File: config.mk
export PLATFORM = sky130hd
export DESIGN_NAME = servo_command_frame_parser_unit
export DESIGN_NICKNAME = d
export VERILOG_FILES = /design/src/hw/rtl/scfp_pkg.sv /design/src/hw/rtl/scfp_front.sv /design/src/hw/rtl/scfp_queue.sv /design/src/hw/rtl/scfp_back.sv /design/src/hw/rtl/servo_command_frame_parser_unit.sv
export SDC_FILE = /design/constraint.sdc
export NUM_CORES = 1
export LEC_CHECK = 0
export BUFFER_PORTS_ARGS = -buffer_cell sky130_fd_sc_hd__buf_2
export CAP_MARGIN = 20
export CORE_MARGIN = 2
export CORE_UTILIZATION = 40
export CTS_BUF_LIST = sky130_fd_sc_hd__clkbuf_8
export DETAILED_ROUTE_END_ITERATION = 6
export PLACE_DENSITY_LB_ADDON = 0.3
export RECOVER_POWER = 25
export SLEW_MARGIN = 10
export SYNTH_ARGS = -nofsm -noshare
export SYNTH_HDL_FRONTEND = slang
export SYNTH_SLANG_ARGS = --single-unit
File: constraint.sdc
create_clock -name clk_i -period 7.2 [get_ports clk_i]
set_input_delay 0.72 -clock clk_i [delete_from_list [all_inputs] [get_ports clk_i]]
set_output_delay 0.72 -clock clk_i [all_outputs]
set_load 0.01 [all_outputs]
File: src/hw/rtl/scfp_pkg.sv
package scfp_pkg;

  localparam int unsigned FrameLen   = 32;
  localparam int unsigned PosW       = 6;
  localparam int unsigned IdxW       = 5;
  localparam int unsigned ServoCount = 9;
  localparam int unsigned QueueDepth = 2;

  localparam logic [7:0] ChrW     = 8'h57;
  localparam logic [7:0] ChrR     = 8'h52;
  localparam logic [7:0] ChrE     = 8'h45;
  localparam logic [7:0] ChrF     = 8'h46;
  localparam logic [7:0] ChrComma = 8'h2C;
  localparam logic [7:0] ChrZero  = 8'h30;
  localparam logic [7:0] ChrNine  = 8'h39;

  localparam logic [PosW-1:0] HdrCheckPos = 6'd3;
  localparam logic [PosW-1:0] LastPos     = 6'd31;
  localparam logic [3:0]      NeededCommas = 4'd10;
  localparam logic [3:0]      CommaMax     = 4'd15;

  typedef logic [3:0] digit_t;

  typedef struct packed {
    digit_t tens;
    digit_t units;
  } digit_pair_t;

  typedef digit_pair_t [ServoCount-1:0] frame_digits_t;

  typedef logic [6:0] servo_val_t;
  typedef servo_val_t [ServoCount-1:0] servo_vals_t;

  // Buffer index of the tens digit of servo field k.
  function automatic logic [IdxW-1:0] field_start(input int unsigned k);
    return IdxW'(4 + 3 * k);
  endfunction

  // Non-digit characters decode as zero.
  function automatic digit_t digit_of(input logic [7:0] c);
    logic [7:0] diff;
    diff = c - ChrZero;
    if (c >= ChrZero && c <= ChrNine) begin
      return digit_t'(diff);
    end
    return '0;
  endfunction

  // tens * 10 + units, built from shifts.
  function automatic servo_val_t pair_value(input digit_pair_t p);
    return servo_val_t'({p.tens, 3'b000}) + servo_val_t'({p.tens, 1'b0}) +
           servo_val_t'(p.units);
  endfunction

endpackage

File: src/hw/rtl/scfp_front.sv
module scfp_front import scfp_pkg::*; (
  input  logic          clk_i,
  input  logic          rst_ni,
  input  logic          rx_valid_i,
  output logic          rx_ready_o,
  input  logic [7:0]    rx_byte_i,
  output logic          push_valid_o,
  input  logic          push_ready_i,
  output frame_digits_t push_data_o
);

  logic [7:0]      frame_q [FrameLen];
  logic [PosW-1:0] pos_q, pos_d, pos_eff;
  logic [3:0]      comma_q, comma_d, comma_eff;
  logic            hdr_q, hdr_d, hdr_eff;
  logic            store_q, store_d, store_eff;
  logic            fire, restart, hdr_bad, check_now, frame_done, wr_en;

  assign rx_ready_o = push_ready_i;
  assign fire       = rx_valid_i && push_ready_i;
  assign restart    = (rx_byte_i == ChrW);

  always_comb begin
    pos_eff   = restart ? '0 : pos_q;
    comma_eff = restart ? '0 : comma_q;
    hdr_eff   = restart ? 1'b1 : hdr_q;
    store_eff = restart ? 1'b1 : store_q;

    comma_d = comma_eff;
    if (rx_byte_i == ChrComma && comma_eff != CommaMax) begin
      comma_d = comma_eff + 4'd1;
    end

    // Header bytes sit below both check positions, so the stored copy is current.
    hdr_bad   = (frame_q[0] != ChrW) || (frame_q[1] != ChrR) || (frame_q[2] != ChrE);
    check_now = (pos_eff == HdrCheckPos) || (pos_eff == LastPos);
    hdr_d     = (check_now && hdr_bad) ? 1'b0 : hdr_eff;

    frame_done = (rx_byte_i == ChrF) && (pos_eff == LastPos) && hdr_d &&
                 (comma_d == NeededCommas);
    store_d    = frame_done ? 1'b0 : store_eff;

    // Saturate at the buffer length; writes there are dropped.
    pos_d = pos_eff[PosW-1] ? pos_eff : pos_eff + 1'b1;
    wr_en = store_eff && !pos_eff[PosW-1];
  end

  always_comb begin
    for (int k = 0; k < ServoCount; k++) begin
      push_data_o[k].tens  = digit_of(frame_q[field_start(k)]);
      push_data_o[k].units = digit_of(frame_q[field_start(k) + 1'b1]);
    end
  end

  assign push_valid_o = rx_valid_i && frame_done;

  always_ff @(posedge clk_i or negedge rst_ni) begin
    if (!rst_ni) begin
      pos_q   <= '0;
      comma_q <= '0;
      hdr_q   <= 1'b1;
      store_q <= 1'b1;
      for (int i = 0; i < FrameLen; i++) begin
        frame_q[i] <= ChrZero;
      end
    end else if (fire) begin
      pos_q   <= pos_d;
      comma_q <= comma_d;
      hdr_q   <= hdr_d;
      store_q <= store_d;
      if (wr_en) begin
        frame_q[pos_eff[IdxW-1:0]] <= rx_byte_i;
      end
    end
  end

endmodule

File: src/hw/rtl/scfp_queue.sv
module scfp_queue import scfp_pkg::*; (
  input  logic          clk_i,
  input  logic          rst_ni,
  input  logic          push_valid_i,
  output logic          push_ready_o,
  input  frame_digits_t push_data_i,
  output logic          pop_valid_o,
  input  logic          pop_ready_i,
  output frame_digits_t pop_data_o
);

  localparam int unsigned PtrW = $clog2(QueueDepth);
  localparam int unsigned CntW = $clog2(QueueDepth + 1);

  frame_digits_t       mem_q [QueueDepth];
  logic [PtrW-1:0]     wr_ptr_q, rd_ptr_q;
  logic [CntW-1:0]     count_q;
  logic                do_push, do_pop;

  assign push_ready_o = (count_q != CntW'(QueueDepth));
  assign pop_valid_o  = (count_q != '0);
  assign pop_data_o   = mem_q[rd_ptr_q];
  assign do_push      = push_valid_i && push_ready_o;
  assign do_pop       = pop_valid_o && pop_ready_i;

  always_ff @(posedge clk_i) begin
    if (do_push) begin
      mem_q[wr_ptr_q] <= push_data_i;
    end
  end

  always_ff @(posedge clk_i or negedge rst_ni) begin
    if (!rst_ni) begin
      wr_ptr_q <= '0;
      rd_ptr_q <= '0;
      count_q  <= '0;
    end else begin
      if (do_push) begin
        wr_ptr_q <= (wr_ptr_q == PtrW'(QueueDepth - 1)) ? '0 : wr_ptr_q + 1'b1;
      end
      if (do_pop) begin
        rd_ptr_q <= (rd_ptr_q == PtrW'(QueueDepth - 1)) ? '0 : rd_ptr_q + 1'b1;
      end
      if (do_push && !do_pop) begin
        count_q <= count_q + 1'b1;
      end else if (do_pop && !do_push) begin
        count_q <= count_q - 1'b1;
      end
    end
  end

endmodule

File: src/hw/rtl/scfp_back.sv
module scfp_back import scfp_pkg::*; (
  input  logic          clk_i,
  input  logic          rst_ni,
  input  logic          pop_valid_i,
  output logic          pop_ready_o,
  input  frame_digits_t pop_data_i,
  output logic          out_valid_o,
  input  logic          out_ready_i,
  output servo_vals_t   out_vals_o
);

  logic        valid_q;
  servo_vals_t vals_q, vals_d;

  assign pop_ready_o = !valid_q || out_ready_i;
  assign out_valid_o = valid_q;
  assign out_vals_o  = vals_q;

  always_comb begin
    for (int k = 0; k < ServoCount; k++) begin
      vals_d[k] = pair_value(pop_data_i[k]);
    end
  end

  always_ff @(posedge clk_i or negedge rst_ni) begin
    if (!rst_ni) begin
      valid_q <= 1'b0;
    end else if (pop_ready_o) begin
      valid_q <= pop_valid_i;
    end
  end

  always_ff @(posedge clk_i) begin
    if (pop_ready_o && pop_valid_i) begin
      vals_q <= vals_d;
    end
  end

endmodule

File: src/hw/rtl/servo_command_frame_parser_unit.sv
// Result path: on the closing 'F' the front writes the frame into the queue, then the back
//   registers the decoded values before a result transfer is offered.
// Throughput: one byte per cycle; rx_ready_o drops only while the two-entry queue
//   and the output register all hold undelivered frames.
// Reset: rst_ni is asynchronous, active low; it empties queue and output, clears
//   position and comma count, sets header and store flags, and fills the buffer with '0'.
module servo_command_frame_parser_unit import scfp_pkg::*; (
  input  logic       clk_i,
  input  logic       rst_ni,
  input  logic       rx_valid_i,
  output logic       rx_ready_o,
  input  logic [7:0] rx_byte_i,
  output logic       servo_valid_o,
  input  logic       servo_ready_i,
  output logic [6:0] servo_one_o,
  output logic [6:0] servo_two_o,
  output logic [6:0] servo_three_o,
  output logic [6:0] servo_four_o,
  output logic [6:0] servo_five_o,
  output logic [6:0] servo_six_o,
  output logic [6:0] servo_seven_o,
  output logic [6:0] servo_eight_o,
  output logic [6:0] servo_nine_o
);

  // Front to queue: one entry per accepted frame, holding the eighteen decoded digits.
  logic          push_valid, push_ready;
  frame_digits_t push_data;
  // Queue to back.
  logic          pop_valid, pop_ready;
  frame_digits_t pop_data;
  servo_vals_t   vals;

  // Front: track position, commas, header and store flags; capture the buffer
  // and flag a frame on a valid closing 'F'. It stalls only when the queue is full.
  scfp_front u_front (
    .clk_i        (clk_i),
    .rst_ni       (rst_ni),
    .rx_valid_i   (rx_valid_i),
    .rx_ready_o   (rx_ready_o),
    .rx_byte_i    (rx_byte_i),
    .push_valid_o (push_valid),
    .push_ready_i (push_ready),
    .push_data_o  (push_data)
  );

  // Queue: decouple byte intake from the result consumer.
  scfp_queue u_queue (
    .clk_i        (clk_i),
    .rst_ni       (rst_ni),
    .push_valid_i (push_valid),
    .push_ready_o (push_ready),
    .push_data_i  (push_data),
    .pop_valid_o  (pop_valid),
    .pop_ready_i  (pop_ready),
    .pop_data_o   (pop_data)
  );

  // Back: turn digit pairs into values and hold them until the transfer completes.
  scfp_back u_back (
    .clk_i       (clk_i),
    .rst_ni      (rst_ni),
    .pop_valid_i (pop_valid),
    .pop_ready_o (pop_ready),
    .pop_data_i  (pop_data),
    .out_valid_o (servo_valid_o),
    .out_ready_i (servo_ready_i),
    .out_vals_o  (vals)
  );

  assign servo_one_o   = vals[0];
  assign servo_two_o   = vals[1];
  assign servo_three_o = vals[2];
  assign servo_four_o  = vals[3];
  assign servo_five_o  = vals[4];
  assign servo_six_o   = vals[5];
  assign servo_seven_o = vals[6];
  assign servo_eight_o = vals[7];
  assign servo_nine_o  = vals[8];

endmodule

# Word-level counts from Yosys, hierarchy flattened
# Memory sizes are Yosys's and may differ from the RTL's.
# Index checks and enable logic that the tools add are counted.
# totals
ff_bits,336
mem_bits_rw,144
in_bits,12
out_inout_bits,65
word_cells,255
mem_count,1
# op_classes
add_sub_neg,42
n_lt_le_gt_ge,38
n_eq_ne,11
mux,71
bitwise_logic,1
n_reduce_logical,42
# mem_list
name,words,word_bits,rd,rd_clocked_by_memory_dff,wr,line,source
u_queue.mem_q,2,72,1,0,1,scfp_queue.sv:15,frame_digits_t mem_q [QueueDepth];
# op_table
operator,n
$bwmux W256,1
$mux W4,38
$ge A8 B6 Y1 const B,18
$le A8 B6 Y1 const B,18
$sub A4 B1 Y4 const B,18
$add A7 B4 Y7,9
$add A7 B5 Y7,9
$demux W8 S5,1
$logic_and A1 B1 Y1,31
$mux W1,26
$ne A8 B7 Y1 const B,3
$eq A8 B7 Y1 const B,2
$mux W6,2
$eq A8 B6 Y1 const B,1
$mux W8,1
$add A6 B1 Y6 const B,1
$eq A6 B2 Y1 const B,1
$eq A6 B5 Y1 const B,1
$ge A6 B6 Y1 const B,1
$lt A6 B1 Y1 const B,1
$not A5 Y6,1
$add A4 B1 Y4 const B,1
$eq A4 B4 Y1 const B,1
$logic_not A1 Y1,4
other kinds (9),15

# Depth between registers and ports, before layout
# Gate-level depths: netlist of run 1.
# depth
word_depth,14
mapped_depth,15
depth_no_buf,13

# Cells and area by module
# From an unflattened synthesis of run 1, not the netlist that was laid out.
# unflattened
cells_unflattened,1167
hier_area_um2,17873.4
# modules_own_cells
module,instances,cells_each,area_per_inst_um2,seq_area_each_um2
scfp_front,1,628,8209.1,4559.4
scfp_queue,1,242,5739.3,4424.2
scfp_back,1,297,3925.0,1916.8

# Worst setup path before layout of run 1
# OpenSTA, ideal clock, no wires.
# synth_timing
path_type,input -> register
start,in rx_byte_i[5]
end,"mem u_queue.mem_q[0][0] in the netlist's numbering, enable pin"
setup_ns,0.511
arrival_ns,5.952
required_time_ns,6.689
slack_ns,0.737
stages,11
path_buffers,2
cell_sequence,nand4bb_1 > or2_1 > clkbuf_1 > and2_1 > ha_1 > nand3_1 > and3_1 > clkbuf_1 > a41oi_1 > nor4_4 > nor2b_1
# synth_between
elab_chain_cells,12
elab_cells_between_ends,23
cone_classes,add/sub (1); eq/ne (7); mux (7); reduce/logical (8)
# synth_lines
item,line,source
start: declaration,servo_command_frame_parser_unit.sv:12,"input logic [7:0] rx_byte_i,"
branches (longest 7 deep; another with $add A4 B1 Y4),-,
$logic_and A1 B1 Y1 (*),scfp_front.sv:39,frame_done = (rx_byte_i == ChrF) && (pos_eff == LastPos) && hdr_d &&
$logic_and A1 B1 Y1 (*),scfp_front.sv:55,assign push_valid_o = rx_valid_i && frame_done;
$logic_and A1 B1 Y1 (*),scfp_queue.sv:23,assign do_push = push_valid_i && push_ready_o;
via u_queue.do_push,scfp_queue.sv:18,"logic do_push, do_pop;"
$mux W1 (*),scfp_queue.sv:27,if (do_push) begin
$mux W1 (implied by the code) (*),scfp_queue.sv:28,mem_q[wr_ptr_q] <= push_data_i;
end: declaration,scfp_queue.sv:15,
# Mark *: on every way through the listed nets, which the timed path passes.

# Worst setup path in the final report of run 1
# layout_timing
start,in rx_byte_i[3]
end,"mem u_queue.mem_q[1][54] in the netlist's numbering, enable pin"
# The elaborated chain is that of the path after synthesis.

==> Implementation_results.wiki, run 1 <==
{| class="wikitable"
! Metric !! Value
|-
| Total number of vias || 8990
|-
| Number of port buffers || 76
|-
| P per Cell Area || 227.1 nW/um^2
|-
| Total DRC errors in the routed layout || 0
|-
| Detail-routed via count per cell || 5.020
|-
| Cell depth of the worst setup path || 12
|-
| Number of H-tree branching levels || 3
|-
| R2r worst-path depth || 7
|-
| Final global-route overflow total || 0
|-
| Die height || 210.3 um
|-
| Maximum fanout count along the critical path || 35
|-
| Max-Slew Margin vs Limit || -0.7974
|-
| Number of synthesized flops with an enable pin || 207
|-
| Initial Util || 0.4059
|-
| Maximum number of pins on one net before global-route repair || 72
|-
| Clock buffers created by TritonCTS || 66
|-
| Clk Latency, worst-skew pair || 0.57 ns
|-
| Detailed placer's ending HPWL || 18.91 mm
|-
| Max Freq || 0.2481 GHz
|-
| Arr. time, crit path || 4.24 ns
|-
| Routed length per instance || 16.68 um
|-
| Distinct cell type count of the synthesized netlist || 47
|-
| Clock period minus worst slack || 4.031 ns
|-
| Root Buffer || sky130_fd_sc_hd__clkbuf_8
|-
| Hold WC Path Type || input port to flip-flop
|-
| Count of endpoints failing hold in the final timing report || 0
|-
| Synth Area in Compound Gates || 0.03013
|-
| Count of nets left with antenna violations after detail routing || 0
|-
| Post-route worst setup slack || 3.169 ns
|-
| Yosys reg bits || 392
|-
| Area Growth Syn to Fin || 13.65%
|-
| Number of buffers added for setup after CTS || 0
|-
| Number of buffer and inverter instances along the worst setup path || 2
|-
| Reg clk slew, reported paths || 0.06 ns
|-
| Top-level I/O count || 77
|-
| Result of the run || complete, but fails checks
|-
| Yosys warns || 0
|-
| WL final || 29.88 mm
|-
| Simple-gate portion of the synthesized area || 0.07261
|-
| Synthesized area || 17030 sq um
|-
| Setup violators final || 0
|-
| Post-Place Cells || 1670
|-
| Crit-path leading delay family || simple AND/OR/NAND/NOR gates
|-
| Routability-driven placement congestion ratio || 0.8356
|-
| Worst IR drop on VDD || 106.8 uV
|-
| Final-report max-slew violation count || 49
|-
| Parity-gate share of the synthesized area counting xor and xnor cells || 0.01698
|-
| Maximum single-stage delay on the critical path || 0.49 ns
|-
| Worst setup SP type || input port
|-
| Post-CTS Resized || 0
|-
| Unrepaired setup endpoints after global routing || no
|-
| First-pass GRT wire length || 49.18 mm
|-
| Slew at the pin with the worst max-slew slack || 2.696 ns
|-
| Post-Synthesis Mean Instance Area || 15.72 sq um
|-
| CTS tree || done
|-
| CTS Hold Bufs || 0
|-
| Slowest-stage cell, CP || sky130_fd_sc_hd__buf_2
|-
| Violations in the final reports || max-capacitance violations, max-slew violations
|-
| Type of the setup path with the least slack || input port to flip-flop
|-
| Worst slack, placed || 2.142 ns
|-
| Cells traversed along the worst timing path || buf_2 -> nand4bb_1 -> or2_1 -> and2_1 -> ha_1 -> nand3_1 -> and3_1 -> a21oi_1 -> a41oi_1 -> nor4_4 -> and2_2 -> buf_4
|-
| Largest family of logic cells by synthesized area || multiplexers
|-
| Global router's overall resource usage || 0.1395
|-
| Post-synthesis async set-or-reset flop share || 0.4719
|-
| Post-route clock skew || 0.02354 ns
|-
| Proportion of synthesized area in mux cells || 0.1593
|-
| Layout cells sized above 1 || 0.3717
|-
| Die X || 210.3 um
|-
| Number of standard cells in the layout, taps in and fillers out || 1791
|-
| Longest Clk Path Bufs || 3
|-
| Ratio of final minimum period to clock period || 0.5599
|-
| Critical path endpoint category || flip-flop
|-
| Leakage dissipation || 8.751 nW
|-
| Layout net count || 1298
|-
| Worst Hold Depth || 3
|-
| Syn_nets || 1181
|-
| Detailed-routing iteration count for the pre-antenna-repair pass || 4
|-
| Number of antenna violations at the first check in global routing || 1
|-
| Total number of clock tree sinks || 392
|-
| Adder-cell area share of the yosys netlist || 0.07114
|-
| Final-layout setup total negative slack || 0 ns
|-
| Placement row count || 75
|-
| Total Die Area || 44230 sq um
|-
| Worst endpoint required time || 7.41 ns
|-
| Area of the placeable core || 41950 sq um
|-
| Flip-flop cell with the highest count after synthesis || sky130_fd_sc_hd__edfxtp_1
|-
| Post-synthesis instance total || 1083
|-
| Maximum capacitance violations || 1
|-
| Utilization of the core after routing || 0.4613
|-
| Number of violations reported at the end of detailed-routing iteration 0 || 404
|-
| Number of global-route vias before repair || 9569
|-
| Sequential cell area fraction in the yosys report || 0.6403
|}
[final cells by class]
type                    instances  area, sq um
diodes                          1        2.502
clock buffers                  79         1087
clock inverters                40        217.7
fillers                      3675        22600
inverters                       8        30.03
multi-input cells             648         5971
flip-flops and latches        392        10900
well taps                     539        674.4
repair buffers                 84        464.2
[worst register-to-register path: stages (launching register included)]
cell and delay (ns):
sky130_fd_sc_hd__dfrtp_2 0.87, sky130_fd_sc_hd__buf_4 0.63, sky130_fd_sc_hd__mux2_2 0.49, sky130_fd_sc_hd__fa_1 0.53, sky130_fd_sc_hd__fa_1 0.48, sky130_fd_sc_hd__a21o_1 0.19, sky130_fd_sc_hd__a21oi_1 0.17, sky130_fd_sc_hd__xnor2_1 0.08
[state kept, by name, summed over array words and instances (netlist names)]
| signal | count |
|---|---|
| u_front.comma_q | 4 |
| u_front.store_q | 1 |
| u_front.pos_q | 6 |
| u_queue.count_q | 2 |
| u_front.hdr_q | 1 |
| u_front.frame_q | 168 |
| u_queue.mem_q | 144 |
| u_queue.rd_ptr_q | 1 |
| u_back.out_vals_o | 63 |
| u_queue.wr_ptr_q | 1 |
| u_back.out_valid_o | 1 |
[final timing paths]
| path | from | end | slack, ns |
|---|---|---|---|
| min in group asynchronous | rst_ni | u_front.pos_q[5]$_DFFE_PN0P_ | 1.01 |
| setup reg to reg | u_queue.rd_ptr_q$_DFFE_PN0P_ | u_back.out_vals_o[41]$_DFFE_PP_ | 3.50 |
| max in group asynchronous | rst_ni | u_front.frame_q[163]$_DFFE_PN0P_ | 4.15 |
| setup / recovery | rx_byte_i[3] | u_queue.mem_q[1][54]$_DFFE_PP_ | 3.17 |
| hold reg to reg | u_front.hdr_q$_DFFE_PN1P_ | u_front.hdr_q$_DFFE_PN1P_ | 0.49 |
| hold / removal | servo_ready_i | u_back.out_valid_o$_DFFE_PN0P_ | 0.45 |
[per-stage QoR]
step	hold WS (ns)	power, mW	area, sq um
after floorplan	0.4244	2.481	17030
after global placement	0.4773	2.529	18030
after detailed placement	0.4806	2.532	18030
after CTS	0.06497	4.463	19330
after global routing	0.4649	4.576	19350
final	0.4537	4.394	19350
[power breakdown]
group	switching [mW]	internal (mW)
Combinational	0.0736	0.0297
Clock	0.841	1.07
Sequential	0.0157	2.37
[synthesized netlist by cell type (4+ instances only)]
cell | n | area (sq um)
sky130_fd_sc_hd__nand2b_1 | 5 | 31.28
sky130_fd_sc_hd__dfstp_2 | 44 | 1156
sky130_fd_sc_hd__xor2_1 | 13 | 113.9
sky130_fd_sc_hd__fa_1 | 18 | 360.4
sky130_fd_sc_hd__ha_1 | 68 | 850.8
sky130_fd_sc_hd__nor2_1 | 34 | 127.6
sky130_fd_sc_hd__a21o_1 | 18 | 135.1
sky130_fd_sc_hd__a21oi_1 | 27 | 135.1
sky130_fd_sc_hd__mux2_2 | 237 | 2669
sky130_fd_sc_hd__clkbuf_1 | 34 | 127.6
sky130_fd_sc_hd__nand2_1 | 25 | 93.84
sky130_fd_sc_hd__edfxtp_1 | 207 | 6216
sky130_fd_sc_hd__dfrtp_1 | 141 | 3528
sky130_fd_sc_hd__nand3_1 | 8 | 40.04
sky130_fd_sc_hd__nor3_1 | 4 | 20.02
sky130_fd_sc_hd__and2_1 | 77 | 481.7
sky130_fd_sc_hd__o21ai_0 | 29 | 145.1
sky130_fd_sc_hd__inv_1 | 8 | 30.03
sky130_fd_sc_hd__and4_1 | 17 | 148.9
sky130_fd_sc_hd__xnor2_1 | 20 | 175.2
[layer usage]
metal | routed length [um] | GRT usage | vias up | part of all wire
met5 | 11 | 0 | - | 0.00037
met1 | 13740 | 0.1822 | 4526 | 0.46
li1 | - | - | 4259 | -
met2 | 14210 | 0.2295 | 152 | 0.48
met3 | 1266 | 0.03159 | 51 | 0.042
met4 | 646 | 0.04916 | 2 | 0.022
[layout by cell type (no fill, tap or decap), types with 20 or more instances in the layout]
cell and count:
sky130_fd_sc_hd__xnor2_1 20, sky130_fd_sc_hd__a21oi_1 27, sky130_fd_sc_hd__clkbuf_8 79, sky130_fd_sc_hd__mux2_2 237
sky130_fd_sc_hd__dfrtp_1 140, sky130_fd_sc_hd__inv_1 34, sky130_fd_sc_hd__nor2_1 34, sky130_fd_sc_hd__edfxtp_1 207
sky130_fd_sc_hd__ha_1 68, sky130_fd_sc_hd__o21ai_0 29, sky130_fd_sc_hd__and2_0 68, sky130_fd_sc_hd__buf_2 75
sky130_fd_sc_hd__nand2_1 25, sky130_fd_sc_hd__dfstp_2 44
[cells by family after synthesis]
group                    Yosys count
multiplexers                     241
flip-flops                       392
adder cells (fa/ha/maj)           86
XOR/XNOR                          33
AND/OR/NAND/NOR                  202
AO/OA/AOI/OAI                     86
buffers and inverters             43
Note: power is estimated with default switching activity, not from simulation.
==> run 2: changes to the inputs <==
- ABC_AREA: default -> 1
- clock period: 7.2 -> 3.8 ns (I/O delays scaled with it)
==> Implementation_results.wiki, run 2 <==
{| class="wikitable"
! Metric !! Value
|-
| Leakage dissipation || 8.876 nW (+1.4%)
|-
| Worst endpoint required time || 4.14 ns (-3.27 ns)
|-
| Number of port buffers || 76 (unchanged)
|-
| Max Freq || 0.3504 GHz
|-
| Arr. time, crit path || 3.19 ns (-1.05 ns)
|-
| Critical path endpoint category || flip-flop
|-
| Total number of vias || 10993 (+22%)
|-
| Maximum capacitance violations || 1 (unchanged)
|-
| Clock buffers created by TritonCTS || 66 (unchanged)
|-
| Count of nets left with antenna violations after detail routing || 0 (unchanged)
|-
| Result of the run || complete, but fails checks
|-
| Slew at the pin with the worst max-slew slack || 2.578 ns (-0.1180 ns)
|-
| Worst slack, placed || 0.5040 ns (-1.638 ns)
|-
| Count of endpoints failing hold in the final timing report || 0 (unchanged)
|-
| Total number of clock tree sinks || 392 (unchanged)
|-
| Post-synthesis instance total || 1562 (+44%)
|-
| Routability-driven placement congestion ratio || 0.8421 (+0.78%)
|-
| Worst setup SP type || flip-flop
|-
| Type of the setup path with the least slack || flip-flop to flip-flop
|-
| Maximum number of pins on one net before global-route repair || 107 (+49%)
|-
| Instance area at placement || 18140 sq um (+0.62%)
|-
| Number of violations reported at the end of detailed-routing iteration 0 || 823 (+100%)
|-
| Worst Hold Depth || 3 (unchanged)
|-
| Placement row count || 75 (unchanged)
|-
| Maximum single-stage delay on the critical path || 0.49 ns (about the same)
|-
| Number of synthesized flops with an enable pin || 207 (unchanged)
|-
| Cell types with the largest area share after synthesis || sky130_fd_sc_hd__edfxtp_1, sky130_fd_sc_hd__dfrtp_1, sky130_fd_sc_hd__nand2_1
|-
| Number of H-tree branching levels || 3 (unchanged)
|-
| Post-route worst setup slack || 0.9464 ns (-2.223 ns)
|-
| Largest register FFs || 168 (unchanged)
|-
| Clock period minus worst slack || 2.854 ns
|-
| Unrepaired setup endpoints after global routing || no
|-
| Global routing met3 resource utilization || 0.03539 (+0.003800)
|-
| Post-Synthesis Mean Instance Area || 10.94 sq um (-30%)
|-
| Hold WC Path Type || input port to flip-flop
|-
| Most numerous cell types in the synthesized netlist || sky130_fd_sc_hd__nand2_1, sky130_fd_sc_hd__edfxtp_1, sky130_fd_sc_hd__dfrtp_1, sky130_fd_sc_hd__nor2_1, sky130_fd_sc_hd__inv_1
|-
| Global route hottest layer || met2
|-
| Root Buffer || sky130_fd_sc_hd__clkbuf_8
|-
| Largest area contributor in the netlist || sky130_fd_sc_hd__edfxtp_1
|-
| Global router's overall resource usage || 0.1660 (+0.02653)
|-
| Sequential cell area fraction in the yosys report || 0.6380 (-0.002251)
|-
| Violations in the final reports || max-capacitance violations, max-slew violations
|-
| Final-report max-slew violation count || 107 (+120%)
|-
| Die height || 210.7 um (+0.17%)
|-
| Yosys reg bits || 392 (unchanged)
|-
| Clk Latency, worst-skew pair || 0.59 ns (+0.02 ns)
|-
| First-pass GRT wire length || 58.43 mm (+19%)
|-
| Layout cells sized above 1 || 0.1687 (-0.2030)
|-
| Total DRC errors in the routed layout || 0 (unchanged)
|-
| Layout fillers || 3891 (+5.9%)
|-
| Final global-route overflow total || 0 (unchanged)
|-
| Crit-path leading delay family || adder cells
|-
| Worst IR drop on VDD || 312.7 uV (+190%)
|-
| Layout net count || 1779 (+37%)
|-
| Synthesized area || 17090 sq um (+0.35%)
|-
| Register with the most flip-flops || u_front.frame_q
|-
| Syn_nets || 1660 (+41%)
|-
| Maximum fanout count along the critical path || 48 (+37%)
|-
| Longest Clk Path Bufs || 3 (unchanged)
|-
| Detail-routed via count per cell || 4.843 (-3.5%)
|-
| Post-synthesis async set-or-reset flop share || 0.4719 (unchanged)
|-
| Final hold slack || 0.05575 ns (-0.3979 ns)
|-
| Met1 usage in global routing || 0.2167 (+0.03446)
|-
| Slowest-stage cell, CP || sky130_fd_sc_hd__fa_1
|-
| P per Cell Area || 608.6 nW/um^2 (+170%)
|-
| Top-level I/O count || 77 (unchanged)
|-
| Number of antenna violations at the first check in global routing || 1 (unchanged)
|-
| Yosys warns || 0 (unchanged)
|-
| Number of buffer and inverter instances along the worst setup path || 2 (unchanged)
|-
| Distinct cell type count of the synthesized netlist || 37 (-21%)
|-
| Worst path most repeated cell || sky130_fd_sc_hd__nand2_1
|-
| Post-Place Cells || 2150 (+29%)
|-
| Final Instance Area || 19380 sq um (+0.18%)
|-
| Cells traversed along the worst timing path || inv_2 -> buf_12 -> nand2_1 -> nand2_1 -> fa_1 -> fa_1 -> nand3_1 -> nand2_1 -> xor2_1
|-
| Utilization of the core after routing || 0.4611 (about the same)
|-
| Most common cell after layout, fill and taps aside || sky130_fd_sc_hd__nand2_1
|-
| Total Die Area || 44380 sq um (+0.35%)
|-
| Initial Util || 0.4064 (+0.0005226)
|-
| Multi-input gate area || 5480 sq um (-8.2%)
|-
| Max-Slew Margin vs Limit || -0.7188 (+0.07866)
|-
| CTS tree || done
|-
| Number of global-route vias before repair || 11236 (+17%)
|-
| Routed length per instance || 15.52 um (-6.9%)
|-
| Antenna diode count || 0 (-1)
|-
| Setup violators final || 0 (unchanged)
|-
| Sum of internal, switching and leakage power || 11.80 mW (+170%)
|-
| Die X || 210.7 um (+0.17%)
|-
| Highest-count cells in the layout ignoring fill and taps || sky130_fd_sc_hd__nand2_1, sky130_fd_sc_hd__edfxtp_1, sky130_fd_sc_hd__inv_1, sky130_fd_sc_hd__dfrtp_1, sky130_fd_sc_hd__nor2_1
|-
| R2r worst-path depth || 9 (+2)
|-
| Detailed-routing iteration count for the pre-antenna-repair pass || 5 (+1)
|-
| Detailed placer's ending HPWL || 22.45 mm (+19%)
|-
| WL final || 35.24 mm (+18%)
|-
| Area Growth Syn to Fin || 13.45%
|-
| Post-route clock skew || 0.03583 ns (+0.01229 ns)
|-
| Reg clk slew, reported paths || 0.06 ns (about the same)
|-
| Flip-flop cell with the highest count after synthesis || sky130_fd_sc_hd__edfxtp_1
|-
| Seq. cell area || 10900 sq um (unchanged)
|-
| Area of the placeable core || 42040 sq um (+0.22%)
|-
| Final-layout setup total negative slack || 0 ns (unchanged)
|-
| GR Layer Usage met2 || 0.2773 (+0.04784)
|-
| Share of Yosys cell area claimed by the top area cell type || 0.3638 (-0.001283)
|-
| Most frequently used cell type in the post-synthesis netlist || sky130_fd_sc_hd__nand2_1
|-
| Number of standard cells in the layout, taps in and fillers out || 2270 (+27%)
|-
| Cell depth of the worst setup path || 9 (-3)
|-
| Ratio of final minimum period to clock period || 0.7509
|}
run 2: cell count changes in the layout (fill, tap and decap cells not counted), sizes merged, moves of 19 or more:
cell | before | now
xor2 | 13 | 32
nand3 | 8 | 34
mux2 | 240 | 0
inv | 35 | 149
o21ai | 31 | 165
a21oi | 27 | 52
nor2 | 34 | 148
and2 | 77 | 0
nand2 | 25 | 438
run 2: area by class of cell:
type,instances,share of cell area
clock buffer,75,0.05325
clock inverter,43,0.01020
inverter,118,0.02337
multi-input combinational,999,0.2827
sequential,392,0.5624
tap,539,0.03479
timing repair buffer,104,0.03324
run 2: path summary, 6_finish.rpt:
path                                             startpoint                          endpoint  slack (ns)
min reg2reg                u_front.frame_q[164]$_DFFE_PN1P_  u_front.frame_q[164]$_DFFE_PN1P_        0.48
max reg2reg                    u_queue.rd_ptr_q$_DFFE_PN0P_    u_back.out_vals_o[6]$_DFFE_PP_        0.95
max in group asynchronous                            rst_ni      u_queue.rd_ptr_q$_DFFE_PN0P_        0.99
max                            u_queue.rd_ptr_q$_DFFE_PN0P_    u_back.out_vals_o[6]$_DFFE_PP_        0.95
min in group asynchronous                            rst_ni  u_front.frame_q[191]$_DFFE_PN0P_        1.14
min                                            rx_byte_i[6]  u_front.frame_q[118]$_DFFE_PN0P_        0.06
run 2: cells by family after synthesis:
logic type      synth area share
flops                     0.6380
compound gates           0.07206
buf+inv                  0.04233
simple gates              0.1593
fa+ha+maj                0.07089
xor+xnor                 0.01743
run 2: worst min-delay path: stages:
cell	delay (ns)
sky130_fd_sc_hd__buf_2	0.11
sky130_fd_sc_hd__nand2_1	0.05
sky130_fd_sc_hd__o21ai_0	0.06
run 2: repair_timing:
action	CTS	global route
resized for setup	0	0
hold buffers	2	0
setup buffers	0	0
endpoints found under the hold margin	77	0
run 2: per-layer routing:
metal  routed length, um  share of wire  up-vias
met4                 702          0.020        2
met1               15820           0.45     5258
li1                    -              -     5441
met5                  16        0.00045        -
met2               16950           0.48      220
met3                1748          0.050       72
run 2: power by group:
group / internal [mW] / total (mW) / switching, mW
registers: 5.28 / 5.52 / 0.239
clock network: 1.86 / 3.49 / 1.63
logic: 0.956 / 2.78 / 1.83
==> run 3: changes to the inputs <==
- clock period: 3.8 -> 2.3 ns (I/O delays scaled with it)
==> Implementation_results.wiki, run 3 (same netlist as run 2, synthesis figures left out) <==
{| class="wikitable"
! Metric !! Value
|-
| Result of the run || complete, but fails checks
|-
| Violations in the final reports || max-capacitance violations, max-slew violations, negative setup slack
|-
| WL final || 37.36 mm (+6.0%)
|-
| Count of endpoints failing hold in the final timing report || 0 (unchanged)
|-
| Setup violators final || 143 (+143)
|-
| Final-layout setup total negative slack || -4.571 ns (-4.571 ns)
|-
| Instance area at placement || 19160 sq um (+5.6%)
|-
| Register with the most flip-flops || u_front.frame_q
|-
| Detailed placer's ending HPWL || 23.25 mm (+3.6%)
|-
| Worst setup SP type || flip-flop
|-
| Top-level I/O count || 77 (unchanged)
|-
| Clock period minus worst slack || 2.377 ns (-0.4761 ns)
|-
| Maximum capacitance violations || 1 (unchanged)
|-
| Layout net count || 1887 (+6.1%)
|-
| Routability-driven placement congestion ratio || 0.8339 (-0.97%)
|-
| First-pass GRT wire length || 58.07 mm (-0.61%)
|-
| Total number of vias || 11495 (+4.6%)
|-
| Layout cells sized above 1 || 0.2772 (+0.1085)
|-
| Number of antenna violations at the first check in global routing || 0 (-1)
|-
| Count of nets left with antenna violations after detail routing || 0 (unchanged)
|-
| Unrepaired setup endpoints after global routing || yes
|-
| Routed length per instance || 15.70 um (+1.2%)
|-
| Crit Reg-Reg Endpoint || u_queue.mem_q[0][36]$_DFFE_PP_
|-
| Final global-route overflow total || 0 (unchanged)
|-
| Longest Clk Path Bufs || 3 (unchanged)
|-
| Post-route worst setup slack || -0.07745 ns (-1.024 ns)
|-
| Ratio of final minimum period to clock period || 1.034 (+0.2827)
|-
| Sum of internal, switching and leakage power || 20.95 mW (+78%)
|-
| Final-report max-slew violation count || 62 (-42%)
|-
| Detailed-routing iteration count for the pre-antenna-repair pass || 4 (-1)
|-
| Destination of the worst hold path || u_front.frame_q[53]$_DFFE_PN1P_
|-
| Die X || 210.7 um (unchanged)
|-
| Total Die Area || 44380 sq um (unchanged)
|-
| Slew at the pin with the worst max-slew slack || 1.613 ns (-0.9654 ns)
|-
| Reg clk slew, reported paths || 0.06 ns (about the same)
|-
| Post-route clock skew || 0.03179 ns (-0.004036 ns)
|-
| Die height || 210.7 um (unchanged)
|-
| Worst IR drop on VDD || 512.0 uV (+64%)
|-
| Reg-to-reg setup timing slack || -0.08 ns (-1.02 ns)
|-
| Max-Slew Margin vs Limit || -0.07522 (+0.6436)
|-
| Number of port buffers || 76 (unchanged)
|-
| Min-Delay Startpoint || rx_byte_i[5]
|-
| Final Instance Area || 21030 sq um (+8.5%)
|-
| Total number of clock tree sinks || 392 (unchanged)
|-
| Hold WC Path Type || input port to flip-flop
|-
| Type of the setup path with the least slack || flip-flop to flip-flop
|-
| Critical path endpoint category || flip-flop
|-
| Root Buffer || sky130_fd_sc_hd__clkbuf_8
|-
| Area Growth Syn to Fin || 23.07%
|-
| Number of violations reported at the end of detailed-routing iteration 0 || 765 (-7.0%)
|-
| CTS tree || done
|-
| Largest register FFs || 168 (unchanged)
|-
| Leakage dissipation || 9.416 nW (+6.1%)
|-
| Arr. time, crit path || 2.70 ns (-0.49 ns)
|-
| Antenna diode count || 0 (unchanged)
|-
| Max Freq || 0.4206 GHz (+20%)
|-
| Maximum fanout count along the critical path || 8 (-83%)
|-
| P per Cell Area || 996.5 nW/um^2 (+64%)
|-
| Clock buffers created by TritonCTS || 60 (-9.1%)
|-
| Worst endpoint required time || 2.62 ns (-1.52 ns)
|-
| R2r worst-path depth || 16 (+7)
|-
| Reg-to-Reg Start || u_front.comma_q[0]$_DFFE_PN0P_
|-
| Clk Latency, worst-skew pair || 0.62 ns (+0.03 ns)
|-
| Highest-count cells in the layout ignoring fill and taps || sky130_fd_sc_hd__nand2_1, sky130_fd_sc_hd__edfxtp_1, sky130_fd_sc_hd__dfrtp_1, sky130_fd_sc_hd__nor2_1, sky130_fd_sc_hd__inv_1
|-
| Area of the placeable core || 42040 sq um (unchanged)
|-
| Most common cell after layout, fill and taps aside || sky130_fd_sc_hd__nand2_1
|-
| Detail-routed via count per cell || 4.832 (-0.22%)
|-
| Global router's overall resource usage || 0.1651 (-0.0008979)
|-
| Maximum number of pins on one net before global-route repair || 63 (-41%)
|-
| Initial Util || 0.4064 (unchanged)
|-
| Placement row count || 75 (unchanged)
|-
| Number of global-route vias before repair || 11444 (+1.9%)
|-
| Total DRC errors in the routed layout || 0 (unchanged)
|-
| Worst Hold Depth || 4 (+1)
|-
| Number of H-tree branching levels || 2 (-1)
|}
[run 3: changes by cell type in the layout (fill, tap and decap cells not counted), moves of 10 or more]
cell and delta:
sky130_fd_sc_hd__buf_4 +81, sky130_fd_sc_hd__nand2_1 -45, sky130_fd_sc_hd__nand2_2 +40, sky130_fd_sc_hd__ha_1 -22, sky130_fd_sc_hd__inv_1 -15, sky130_fd_sc_hd__ha_4 +13, sky130_fd_sc_hd__nand3_1 -11, sky130_fd_sc_hd__buf_12 +10
sky130_fd_sc_hd__nand3_2 +10
[run 3: worst max-delay path by stage]
stage / startpoint / to / slack [ns] / depth (start not counted)
floorplan: rx_byte_i[3] / u_queue.mem_q[0][0]$_DFFE_PP_ / -0.96 / 20
global placement: rx_byte_i[5] / u_queue.mem_q[0][27]$_DFFE_PP_ / -0.37 / 20
detailed placement: rx_byte_i[3] / u_queue.mem_q[0][63]$_DFFE_PP_ / -0.45 / 19
CTS: u_queue.rd_ptr_q$_DFFE_PN0P_ / u_back.out_vals_o[6]$_DFFE_PP_ / -0.08 / 11
global route: u_front.comma_q[0]$_DFFE_PN0P_ / u_queue.mem_q[0][36]$_DFFE_PP_ / -0.21 / 16
finish: u_front.comma_q[0]$_DFFE_PN0P_ / u_queue.mem_q[0][36]$_DFFE_PP_ / -0.08 / 16
[run 3: layout make-up]
cell class              count  area, sq um
clock inverters            47        225.2
clock buffers              66        908.4
inverters                 118        462.9
well taps                 539        674.4
fillers                  3733        21010
repair buffers            218         1892
multi-input cells         999         5962
flip-flops and latches    392        10900
[run 3: critical path: stages, from the launching register on]
cell and delay, ns:
sky130_fd_sc_hd__dfrtp_1 0.41, sky130_fd_sc_hd__nand2_4 0.09, sky130_fd_sc_hd__inv_4 0.04, sky130_fd_sc_hd__ha_4 0.16, sky130_fd_sc_hd__nand2_4 0.06, sky130_fd_sc_hd__inv_2 0.04, sky130_fd_sc_hd__nand3_4 0.09, sky130_fd_sc_hd__nand2_4 0.07
sky130_fd_sc_hd__nand2_2 0.07, sky130_fd_sc_hd__nand2_1 0.05, sky130_fd_sc_hd__nor2_1 0.10, sky130_fd_sc_hd__nand2_1 0.08, sky130_fd_sc_hd__nor2_2 0.14, sky130_fd_sc_hd__nand2_2 0.11, sky130_fd_sc_hd__nor2_4 0.18, sky130_fd_sc_hd__buf_12 0.21
sky130_fd_sc_hd__clkbuf_16 0.17
[run 3: stage by stage]
stage,std cells,worst slack (ns),hold WS [ns],utilization
after CTS,2365,-0.07651,0.05266,0.4903
final,2379,-0.07745,0.03013,0.5001
after floorplan,1562,-0.9622,-0.06559,-
after global routing,2379,-0.2081,0.06137,0.5001
after global placement,2238,-0.3747,0.2680,0.4558
after detailed placement,2238,-0.4479,0.2694,0.4558
[run 3: what timing repair did]
item,4_1_cts,5_1_grt
buffers inserted,4,8
endpoints found under the hold margin,64,1
pin swaps,10,15
gates resized for setup,23,52
gates cloned,4,10
setup endpoints to repair,145,174
hold buffers,6,1
[run 3: per-layer routing]
metal	vias to the layer above	track usage	wire length [um]
met5	-	0	0
met4	0	0.05440	833
met3	52	0.02884	1297
met2	217	0.2904	18800
met1	5566	0.2067	16430
li1	5660	-	-
[run 3: power by group]
group	internal (mW)	switching, mW	leakage [nW]
clock network	2.75	2.64	0.671
registers	8.75	0.406	4.33
logic	2.77	3.63	4.42
total	14.3	6.68	9.42
